<file path="src/hw/rtl/rpts_pkg.sv">
// Shared widths, register codes and fixed-point constants for the repeat-penalized top-two select.
package rpts_pkg;

    localparam int unsigned OPCODE_W          = 1;
    localparam int unsigned SCORE_W           = 32;
    localparam int unsigned CFG_W             = 17;
    localparam int unsigned INDEX_OUT_W       = 16;
    localparam int unsigned DATA_W            = 32;
    localparam int unsigned PADDR_W           = 3;
    localparam int unsigned VOCAB_MAX_DEFAULT = 65536;

    // element kinds
    localparam logic [OPCODE_W-1:0] OP_PREV = 1'b0;
    localparam logic [OPCODE_W-1:0] OP_CAND = 1'b1;

    // register index, taken from paddr[2]
    localparam logic REG_VOCAB   = 1'b0;
    localparam logic REG_PENALTY = 1'b1;

    localparam logic [CFG_W-1:0] VOCAB_RESET   = 17'd65536;
    localparam logic [CFG_W-1:0] PENALTY_RESET = 17'd0;

    // Q1.16 one and Q16.16 minus one
    localparam logic [CFG_W-1:0]          Q_ONE       = 17'd65536;
    localparam logic signed [SCORE_W-1:0] Q_MINUS_ONE = 32'shFFFF_0000;

endpackage

</file>
<file path="src/hw/rtl/repeat_penalized_top_two_select.sv">
// Top level: previous-token argmax, repeat penalty and top-two candidate select.
//
// Takes one score beat per cycle on the s_ channel while s_ready is high, with
// no bubbles between items. A previous-token vector (opcode 0) is reduced to
// its first argmax (floor -1.0). A candidate vector (opcode 1) follows, and the
// candidate at the previous index is scaled by (1 - repeat_penalty). One result
// beat leaves on the m_ channel after the last candidate. It carries the best
// index, or the second best when the best repeats the previous token and the
// second best is positive and at another index. Each beat passes an input
// register, then a register after the 32x17 penalty multiplier, then the
// best/second-best tracker that feeds the result register, which raises m_valid.
// A held result alone does not block the input. The pipe stalls, and s_ready
// drops, only while the result register is still held (m_valid high, m_ready
// low) and the tracker is finishing the next vector. After a result, all
// tracking state clears. The vector length is used clamped to 1..VOCAB_MAX and
// repeat_penalty to 0..1.0 (65536). The registers sit at byte address 0
// (vector length) and 4 (repeat_penalty). Write them only while the block
// is idle.
module repeat_penalized_top_two_select #(
    parameter int unsigned VOCAB_MAX = rpts_pkg::VOCAB_MAX_DEFAULT
) (
    input  logic                                    aclk,
    input  logic                                    aresetn,
    input  logic                                    s_valid,
    output logic                                    s_ready,
    input  logic [rpts_pkg::OPCODE_W-1:0]           s_opcode,
    input  logic signed [rpts_pkg::SCORE_W-1:0]     s_score,
    output logic                                    m_valid,
    input  logic                                    m_ready,
    output logic [rpts_pkg::INDEX_OUT_W-1:0]        m_next_index,
    output logic                                    m_repeat_avoided,
    input  logic                                    psel,
    input  logic                                    penable,
    input  logic                                    pwrite,
    input  logic [rpts_pkg::PADDR_W-1:0]            paddr,
    input  logic [rpts_pkg::DATA_W-1:0]             pwdata,
    output logic [rpts_pkg::DATA_W-1:0]             prdata,
    output logic                                    pready
);
    import rpts_pkg::*;

    localparam int unsigned CNT_W = $clog2(VOCAB_MAX + 1);
    localparam int unsigned IDX_W = $clog2(VOCAB_MAX);
    localparam int unsigned SZ_W  = (CNT_W > CFG_W) ? CNT_W : CFG_W;
    localparam int unsigned PROD_W = SCORE_W + CFG_W + 1;

    // configuration
    logic [CFG_W-1:0] vec_len_reg;
    logic [CFG_W-1:0] repeat_penalty_reg;
    logic             cfg_wr;
    logic [SZ_W-1:0]  size_ext;
    logic [SZ_W-1:0]  eff_n;

    // pipe
    logic                      en;
    logic                      res_hit;
    logic                      a_valid_reg;
    logic [OPCODE_W-1:0]       a_opcode_reg;
    logic signed [SCORE_W-1:0] a_score_reg;
    logic                      b_valid_reg;
    logic [OPCODE_W-1:0]       b_opcode_reg;
    logic signed [SCORE_W-1:0] b_score_reg;
    logic signed [SCORE_W-1:0] b_pen_reg;
    logic [CFG_W-1:0]          pen_sat;
    logic [CFG_W-1:0]          pen_factor;
    logic signed [PROD_W-1:0]  pen_prod;

    // tracking state
    logic [CNT_W-1:0]          prev_count_reg,   prev_count_next;
    logic signed [SCORE_W-1:0] prev_best_reg,    prev_best_next;
    logic [IDX_W-1:0]          prev_index_reg,   prev_index_next;
    logic                      prev_found_reg,   prev_found_next;
    logic [CNT_W-1:0]          cand_count_reg,   cand_count_next;
    logic [IDX_W-1:0]          top_index_reg,    top_index_next;
    logic signed [SCORE_W-1:0] top_score_reg,    top_score_next;
    logic [IDX_W-1:0]          runner_index_reg, runner_index_next;
    logic signed [SCORE_W-1:0] runner_score_reg, runner_score_next;

    logic [IDX_W-1:0]          cand_idx;
    logic signed [SCORE_W-1:0] seed_score;
    logic [IDX_W-1:0]          seed_index;
    logic signed [SCORE_W-1:0] cand_score;
    logic [CNT_W-1:0]          cand_inc;
    logic                      res_valid;
    logic                      res_avoid;
    logic [IDX_W-1:0]          res_pick;
    logic [IDX_W+INDEX_OUT_W-1:0] pick_ext;

    // output register
    logic                      m_valid_reg;
    logic [INDEX_OUT_W-1:0]    m_next_index_reg;
    logic                      m_repeat_avoided_reg;

    // ---------------- APB ----------------
    assign pready = 1'b1;
    assign cfg_wr = psel & penable & pwrite;

    always_ff @(posedge aclk) begin
        if (!aresetn) begin
            vec_len_reg        <= VOCAB_RESET;
            repeat_penalty_reg <= PENALTY_RESET;
        end else if (cfg_wr) begin
            unique case (paddr[2])
                REG_VOCAB:   vec_len_reg        <= pwdata[CFG_W-1:0];
                REG_PENALTY: repeat_penalty_reg <= pwdata[CFG_W-1:0];
                default: ;
            endcase
        end
    end

    always_comb begin
        unique case (paddr[2])
            REG_VOCAB:   prdata = DATA_W'(vec_len_reg);
            REG_PENALTY: prdata = DATA_W'(repeat_penalty_reg);
            default:     prdata = '0;
        endcase
    end

    // effective vector length, 1..VOCAB_MAX
    assign size_ext = SZ_W'(vec_len_reg);
    always_comb begin
        if (size_ext == '0) begin
            eff_n = SZ_W'(1);
        end else if (size_ext > SZ_W'(VOCAB_MAX)) begin
            eff_n = SZ_W'(VOCAB_MAX);
        end else begin
            eff_n = size_ext;
        end
    end

    // ---------------- pipe ----------------
    // a new result may only land once the held one has left
    assign res_hit = b_valid_reg && (b_opcode_reg == OP_CAND) && (SZ_W'(cand_inc) >= eff_n);
    assign en      = !(res_hit && m_valid_reg && !m_ready);
    assign s_ready = en;

    assign pen_sat    = (repeat_penalty_reg > Q_ONE) ? Q_ONE : repeat_penalty_reg;
    assign pen_factor = Q_ONE - pen_sat;
    assign pen_prod   = a_score_reg * $signed({1'b0, pen_factor});

    always_ff @(posedge aclk) begin
        if (!aresetn) begin
            a_valid_reg <= 1'b0;
            b_valid_reg <= 1'b0;
        end else if (en) begin
            a_valid_reg <= s_valid;
            b_valid_reg <= a_valid_reg;
        end
    end

    always_ff @(posedge aclk) begin
        if (en) begin
            a_opcode_reg <= s_opcode;
            a_score_reg  <= s_score;
            b_opcode_reg <= a_opcode_reg;
            b_score_reg  <= a_score_reg;
            // arithmetic shift gives the floor
            b_pen_reg    <= pen_prod[SCORE_W+15:16];
        end
    end

    // ---------------- tracker ----------------
    assign cand_idx = cand_count_reg[IDX_W-1:0];
    assign cand_inc = cand_count_reg + 1'b1;

    always_comb begin
        prev_count_next   = prev_count_reg;
        prev_best_next    = prev_best_reg;
        prev_index_next   = prev_index_reg;
        prev_found_next   = prev_found_reg;
        cand_count_next   = cand_count_reg;
        top_index_next    = top_index_reg;
        top_score_next    = top_score_reg;
        runner_index_next = runner_index_reg;
        runner_score_next = runner_score_reg;
        res_valid         = 1'b0;
        res_avoid         = 1'b0;
        res_pick          = top_index_reg;
        seed_score        = top_score_reg;
        seed_index        = top_index_reg;
        cand_score        = b_score_reg;

        if (en && b_valid_reg) begin
            if (b_opcode_reg == OP_PREV) begin
                // previous vector closes once candidates start or it is full
                if (cand_count_reg == '0 && SZ_W'(prev_count_reg) < eff_n) begin
                    if (b_score_reg > prev_best_reg) begin
                        prev_best_next  = b_score_reg;
                        prev_index_next = prev_count_reg[IDX_W-1:0];
                        prev_found_next = 1'b1;
                    end
                    prev_count_next = prev_count_reg + 1'b1;
                end
            end else begin
                // first candidate seeds top with its raw score at index 0
                if (cand_count_reg == '0) begin
                    seed_score = b_score_reg;
                    seed_index = '0;
                end
                if (prev_found_reg && cand_idx == prev_index_reg) begin
                    cand_score = b_pen_reg;
                end
                top_score_next = seed_score;
                top_index_next = seed_index;
                if (cand_score > seed_score) begin
                    runner_score_next = seed_score;
                    runner_index_next = seed_index;
                    top_score_next    = cand_score;
                    top_index_next    = cand_idx;
                end else if (cand_score > runner_score_reg) begin
                    runner_score_next = cand_score;
                    runner_index_next = cand_idx;
                end
                cand_count_next = cand_inc;

                if (SZ_W'(cand_inc) >= eff_n) begin
                    res_valid = 1'b1;
                    res_avoid = prev_found_reg && top_index_next == prev_index_reg &&
                                runner_index_next != prev_index_reg &&
                                runner_score_next > 0;
                    res_pick  = res_avoid ? runner_index_next : top_index_next;
                    prev_count_next   = '0;
                    prev_best_next    = Q_MINUS_ONE;
                    prev_index_next   = '0;
                    prev_found_next   = 1'b0;
                    cand_count_next   = '0;
                    top_index_next    = '0;
                    top_score_next    = '0;
                    runner_index_next = '0;
                    runner_score_next = Q_MINUS_ONE;
                end
            end
        end
    end

    always_ff @(posedge aclk) begin
        if (!aresetn) begin
            prev_count_reg   <= '0;
            prev_best_reg    <= Q_MINUS_ONE;
            prev_index_reg   <= '0;
            prev_found_reg   <= 1'b0;
            cand_count_reg   <= '0;
            top_index_reg    <= '0;
            top_score_reg    <= '0;
            runner_index_reg <= '0;
            runner_score_reg <= Q_MINUS_ONE;
        end else begin
            prev_count_reg   <= prev_count_next;
            prev_best_reg    <= prev_best_next;
            prev_index_reg   <= prev_index_next;
            prev_found_reg   <= prev_found_next;
            cand_count_reg   <= cand_count_next;
            top_index_reg    <= top_index_next;
            top_score_reg    <= top_score_next;
            runner_index_reg <= runner_index_next;
            runner_score_reg <= runner_score_next;
        end
    end

    // ---------------- result register ----------------
    assign pick_ext = {{INDEX_OUT_W{1'b0}}, res_pick};

    always_ff @(posedge aclk) begin
        if (!aresetn) begin
            m_valid_reg <= 1'b0;
        end else if (res_valid) begin
            m_valid_reg <= 1'b1;
        end else if (m_ready) begin
            m_valid_reg <= 1'b0;
        end
    end

    always_ff @(posedge aclk) begin
        if (res_valid) begin
            m_next_index_reg     <= pick_ext[INDEX_OUT_W-1:0];
            m_repeat_avoided_reg <= res_avoid;
        end
    end

    assign m_valid          = m_valid_reg;
    assign m_next_index     = m_next_index_reg;
    assign m_repeat_avoided = m_repeat_avoided_reg;

endmodule

</file>
<file path="config.mk">
export PLATFORM = sky130hd
export DESIGN_NAME = repeat_penalized_top_two_select
export DESIGN_NICKNAME = d
export VERILOG_FILES = /design/src/hw/rtl/rpts_pkg.sv /design/src/hw/rtl/repeat_penalized_top_two_select.sv
export SDC_FILE = /design/constraint.sdc
export NUM_CORES = 2
export LEC_CHECK = 0
export BUFFER_PORTS_ARGS = -buffer_cell sky130_fd_sc_hd__buf_2
export CAP_MARGIN = 15
export CORE_MARGIN = 5
export CORE_UTILIZATION = 35
export DETAILED_ROUTE_END_ITERATION = 10
export RECOVER_POWER = 50
export SLEW_MARGIN = 20
export SYNTH_ARGS = -nofsm -noshare
export SYNTH_HDL_FRONTEND = slang
export SYNTH_SLANG_ARGS = --single-unit
</file>
<file path="constraint.sdc">
create_clock -name aclk -period 13.7 [get_ports aclk]
set_input_delay 0.685 -clock aclk [delete_from_list [all_inputs] [get_ports aclk]]
set_output_delay 0.685 -clock aclk [all_outputs]
set_load 0.02 [all_outputs]
</file>
==> impl_table.tex <==
\begin{tabular}{lr}
\hline
Metric & Value \\
\hline
\multicolumn{2}{l}{\textbf{Clocking}} \\
\quad Clock latency on the worst-skew pair & 630 ps \\
\quad Clock transition at the registers of the reported paths & 60 ps \\
\quad Number of post-CTS setup repair buffers & 0 \\
\quad Count of hold-fix buffers inserted at cts & 0 \\
\quad \# H-tree levels & 2 \\
\quad Post-CTS resize count & 0 \\
\quad Clock tree from TritonCTS & built \\
\quad Number of sinks handled by clock tree synthesis & 331 \\
\quad Number of buffers added by the clock tree synthesis step & between 40 and 50 \\
\quad Root Buffer Master & sky130\_fd\_sc\_hd\_\_clkbuf\_16 \\
\quad Number of buffers between clock root and the deepest sink & 3 \\
\multicolumn{2}{l}{\textbf{Outcome}} \\
\quad Failing checks & max-capacitance violations, max-slew violations \\
\quad Run status & finished, violations left \\
\multicolumn{2}{l}{\textbf{Worst hold path}} \\
\quad Path class of the lowest-slack min-delay path & input port to register \\
\quad Min-Delay Path Depth & 1 \\
\quad Source of the worst hold timing path & s\_score[4] \\
\quad Hold endpoint & a\_score\_reg[4] \\
\multicolumn{2}{l}{\textbf{Setup path}} \\
\quad Worst Setup Start Kind & register \\
\quad Crit path DAT & 9490 ps \\
\quad Most frequent CP cell & sky130\_fd\_sc\_hd\_\_and3\_1 \\
\quad Critical Path End Type & output pin \\
\quad Worst reg2reg path endpoint & a\_score\_reg[19] \\
\quad Logic depth of the worst register-to-register path & 17 \\
\quad List of cells traversed by the critical path & and3\_1, and3\_1, and3\_1, and3\_1, and3\_1, and3\_1, nand3\_1, xnor2\_1, ha\_1, a2111oi\_0, o31ai\_1, a211o\_1, o221ai\_4, clkbuf\_1, or3\_1, buf\_2 \\
\quad Kind of critical path & register to output pin \\
\quad Slowest cell delay on critical path & about 2800 ps \\
\quad Worst-path fanout max & 75 \\
\quad Launching point of the worst reg2reg path & cand\_count\_reg[2] \\
\quad Flop-to-flop setup slack & $\sim$3600 ps \\
\quad Slowest cell on crit path & sky130\_fd\_sc\_hd\_\_clkbuf\_1 \\
\quad Required time of the critical path & 13020 ps \\
\quad Worst setup path startpoint & cand\_count\_reg[2] \\
\multicolumn{2}{l}{\textbf{Global routing}} \\
\quad First-pass GRT wire length & between 150000 and 200000 µm \\
\quad Maximum number of pins on one net before global-route repair & approximately 120 \\
\quad GRT Overall Usage & 18.9\% \\
\quad Number of global-route vias before repair & between 30000 and 40000 \\
\quad Remaining global-route overflow & 0 \\
\quad Number of antenna violations at the first check in global routing & 1 \\
\multicolumn{2}{l}{\textbf{Detailed routing}} \\
\quad Final antenna-violating net count & 0 \\
\quad Overall via count from detail\_route & about 30000 \\
\quad Routed wire length per instance & a little under 20 µm \\
\quad Initial DRC count & approximately 2200 \\
\quad Final WL & 109000 µm \\
\quad Vias per inst & between 5 and 6 \\
\quad Number of iterations in the first detailed-routing pass & 7 \\
\quad \# DRC & 0 \\
\multicolumn{2}{l}{\textbf{Cells and area}} \\
\quad Area Growth Syn to Fin & 8.12\% \\
\quad Multi-input gate area in the final layout & approximately 27000 µm² \\
\quad Filler cell count in the final layout & about 11000 \\
\quad Ant diodes & 0 \\
\quad Post-layout utilization of the core & between 30\% and 40\% \\
\quad Sequential cell area in the final layout & slightly below 8000 µm² \\
\quad Number of nets in the layout & a little over 5000 \\
\quad Share of post-route cells with drive strength above 1 & 5.64\% \\
\multicolumn{2}{l}{\textbf{Floorplan}} \\
\quad Chip height & between 300 and 400 µm \\
\quad Number of rows created at floorplan & 120 \\
\quad Core area & 107000 µm² \\
\quad Number of placed I/O pins & between 100 and 150 \\
\quad Die ar. & 115000 µm² \\
\quad Floorplan die width & $\sim$340 µm \\
\quad Starting utilization of the core area & around a third \\
\multicolumn{2}{l}{\textbf{Timing}} \\
\quad Tightest slew margin relative to the limit & -258\% \\
\quad Peak clock frequency supported by timing & between 0.09 and 0.1 GHz \\
\quad Number of setup violations in the final report & 0 \\
\quad Min Clock Period, post-route & between 10000 and 15000 ps \\
\quad Clock Skew & roughly 44 ps \\
\quad Max-slew violations & roughly 640 \\
\quad Final number of hold-violating endpoints & 0 \\
\quad Setup repair after global routing missed its margin & false \\
\quad Final worst-path cycle share & 74.3\% \\
\quad Transition time of the tightest slew-check pin & about 5400 ps \\
\quad Setup TNS Final & 0 ps \\
\multicolumn{2}{l}{\textbf{Yosys}} \\
\quad Async set-or-reset flop fraction in the synthesized netlist & 0\% \\
\quad Per-instance average area after synthesis & 8.78 µm² \\
\quad Share of the yosys chip area belonging to registers & 20.6\% \\
\quad Count of flip-flops with a built-in enable after synthesis & about 120 \\
\quad Distinct cell type count after synthesis & between 70 and 80 \\
\quad Number of register bits inferred by synthesis & roughly 330 \\
\quad Syn Inst Count & about 4300 \\
\quad Synth warnings & 0 \\
\quad Total standard cell area after synthesis & approximately 38000 µm² \\
\quad Primary flip-flop cell chosen by synthesis mapping & sky130\_fd\_sc\_hd\_\_dfxtp\_1 \\
\multicolumn{2}{l}{\textbf{Place}} \\
\quad Final weighted congestion of routability-driven global placement & 0.895 \\
\quad Total of buffers placed on input and output ports & 93 \\
\quad Detailed Place HPWL & 78100 µm \\
\multicolumn{2}{l}{\textbf{Pwr}} \\
\quad Worst ir drop on vdd & roughly 0.27 mV \\
\quad Cell leakage power & around 18 nW \\
\quad Power per Cell Area & 212 nW/µm² \\
\multicolumn{2}{l}{\textbf{Flow run}} \\
\quad Max\_cap viols & 9 \\
\hline
\end{tabular}
-- synthesized netlist by cell type, drive strengths merged, types with 59 or more instances --
master | instances | area share (%)
inv | 653 | 6.5
a21boi | 100 | 2.0
nor2b | 77 | 1.3
nor2 | 153 | 1.5
clkbuf | 210 | 2.1
fa | 507 | 27
ha | 243 | 8.0
nand3 | 86 | 1.2
buf | 59 | 0.93
o21ai | 186 | 2.5
nand2 | 621 | 6.2
a21oi | 138 | 1.8
dfxtp | 216 | 11
nand4 | 69 | 1.1
edfxtp | 115 | 9.1
and2 | 230 | 3.8
xnor2 | 63 | 1.5
mux2i | 60 | 1.6
-- final cells by class --
type	instances	share of cell area (%)
Clock buffer	55	3.02
Clock inverter	23	0.711
Inverter	655	6.02
Multi-Input combinational cell	3062	65.1
Sequential cell	331	19.0
Tap cell	1403	4.30
Timing Repair Buffer	144	1.82
-- worst max path at each step --
stage / endpoint / slack, ps / cells past startpoint
after CTS: b_pen_reg[31] / 3890 / 31
after global routing: runner_score_reg[17] / 2950 / 19
after detailed placement: b_pen_reg[31] / 3930 / 31
after global placement: b_pen_reg[31] / 3950 / 31
after floorplan: b_pen_reg[25] / 5430 / 31
final: s_ready / 3520 / 16
-- critical path: cells and delay by family (launching register included) --
family | cells | cell delay (ps)
xor+xnor | 1 | 360
fa+ha+maj | 1 | 320
buf+inv | 2 | 3130
simple gates | 8 | 3210
flops | 1 | 620
compound gates | 4 | 1160
-- cell usage in the layout (no fill, tap or decap), types with 35 or more instances in the layout --
cell type | synthesis | layout
sky130_fd_sc_hd__nor2b_1 | 77 | 76
sky130_fd_sc_hd__dfxtp_1 | 216 | 216
sky130_fd_sc_hd__ha_1 | 243 | 243
sky130_fd_sc_hd__nand2_1 | 621 | 620
sky130_fd_sc_hd__a21oi_1 | 138 | 137
sky130_fd_sc_hd__buf_2 | 15 | 62
sky130_fd_sc_hd__mux2_2 | 45 | 38
sky130_fd_sc_hd__xor2_1 | 45 | 44
sky130_fd_sc_hd__mux2i_1 | 60 | 60
sky130_fd_sc_hd__o21ai_0 | 168 | 165
sky130_fd_sc_hd__nand3_1 | 85 | 85
sky130_fd_sc_hd__clkbuf_1 | 210 | 51
sky130_fd_sc_hd__fa_1 | 507 | 507
sky130_fd_sc_hd__nor2_1 | 153 | 144
sky130_fd_sc_hd__edfxtp_1 | 115 | 115
sky130_fd_sc_hd__a21boi_0 | 100 | 100
sky130_fd_sc_hd__and2_1 | 230 | 230
sky130_fd_sc_hd__nor3_1 | 51 | 51
sky130_fd_sc_hd__nand4_1 | 69 | 69
sky130_fd_sc_hd__a21o_1 | 35 | 35
sky130_fd_sc_hd__clkbuf_16 | 0 | 44
sky130_fd_sc_hd__inv_1 | 653 | 653
sky130_fd_sc_hd__xnor2_1 | 63 | 63
-- metrics by stage --
step	instances	cell area (µm²)	setup slack, ps	total power [mW]	hold slack, ps
4_1_cts	5673	41000	3890	8.74	193
5_1_grt	5673	40800	2950	9.68	204
2_1_floorplan	4317	37800	5430	6.06	400
3_5_place_dp	5595	39500	3930	7.46	413
3_3_place_gp	5595	39500	3950	7.36	426
6_report	5673	40800	3520	8.68	232
-- per-layer routing --
metal,vias to the layer above,track usage (%),part of all wire (%)
met5,-,0,0
met4,0,5.58,3.2
met3,185,2.94,5.9
met2,932,31.3,47
met1,14995,25.6,44
li1,13759,-,-
-- report_power, final --
group | total [mW] | leakage (nW) | internal [mW] | switching, mW
clock | 1.22 | 0.744 | 0.736 | 0.486
sequential | 1.48 | 2.96 | 1.40 | 0.0825
combinational | 5.98 | 14.5 | 2.60 | 3.37
total | 8.68 | 18.2 | 4.73 | 3.94
-- kinds of logic (layout without fill, tap and decap cells) --
kind of cell / count (synthesis) / count (layout) / synth area share (%)
buffers and inverters: 924 / 877 / 9.53
AND/OR/NAND/NOR: 1428 / 1428 / 18.3
XOR/XNOR: 108 / 108 / 2.50
other: 2 / 16 / 0.0199
AO/OA/AOI/OAI: 654 / 654 / 11.2
flip-flops: 331 / 331 / 20.6
adder cells (fa/ha/maj): 750 / 750 / 34.9
multiplexers: 106 / 106 / 2.97
No activity file was read; power rests on OpenSTA's default activity.
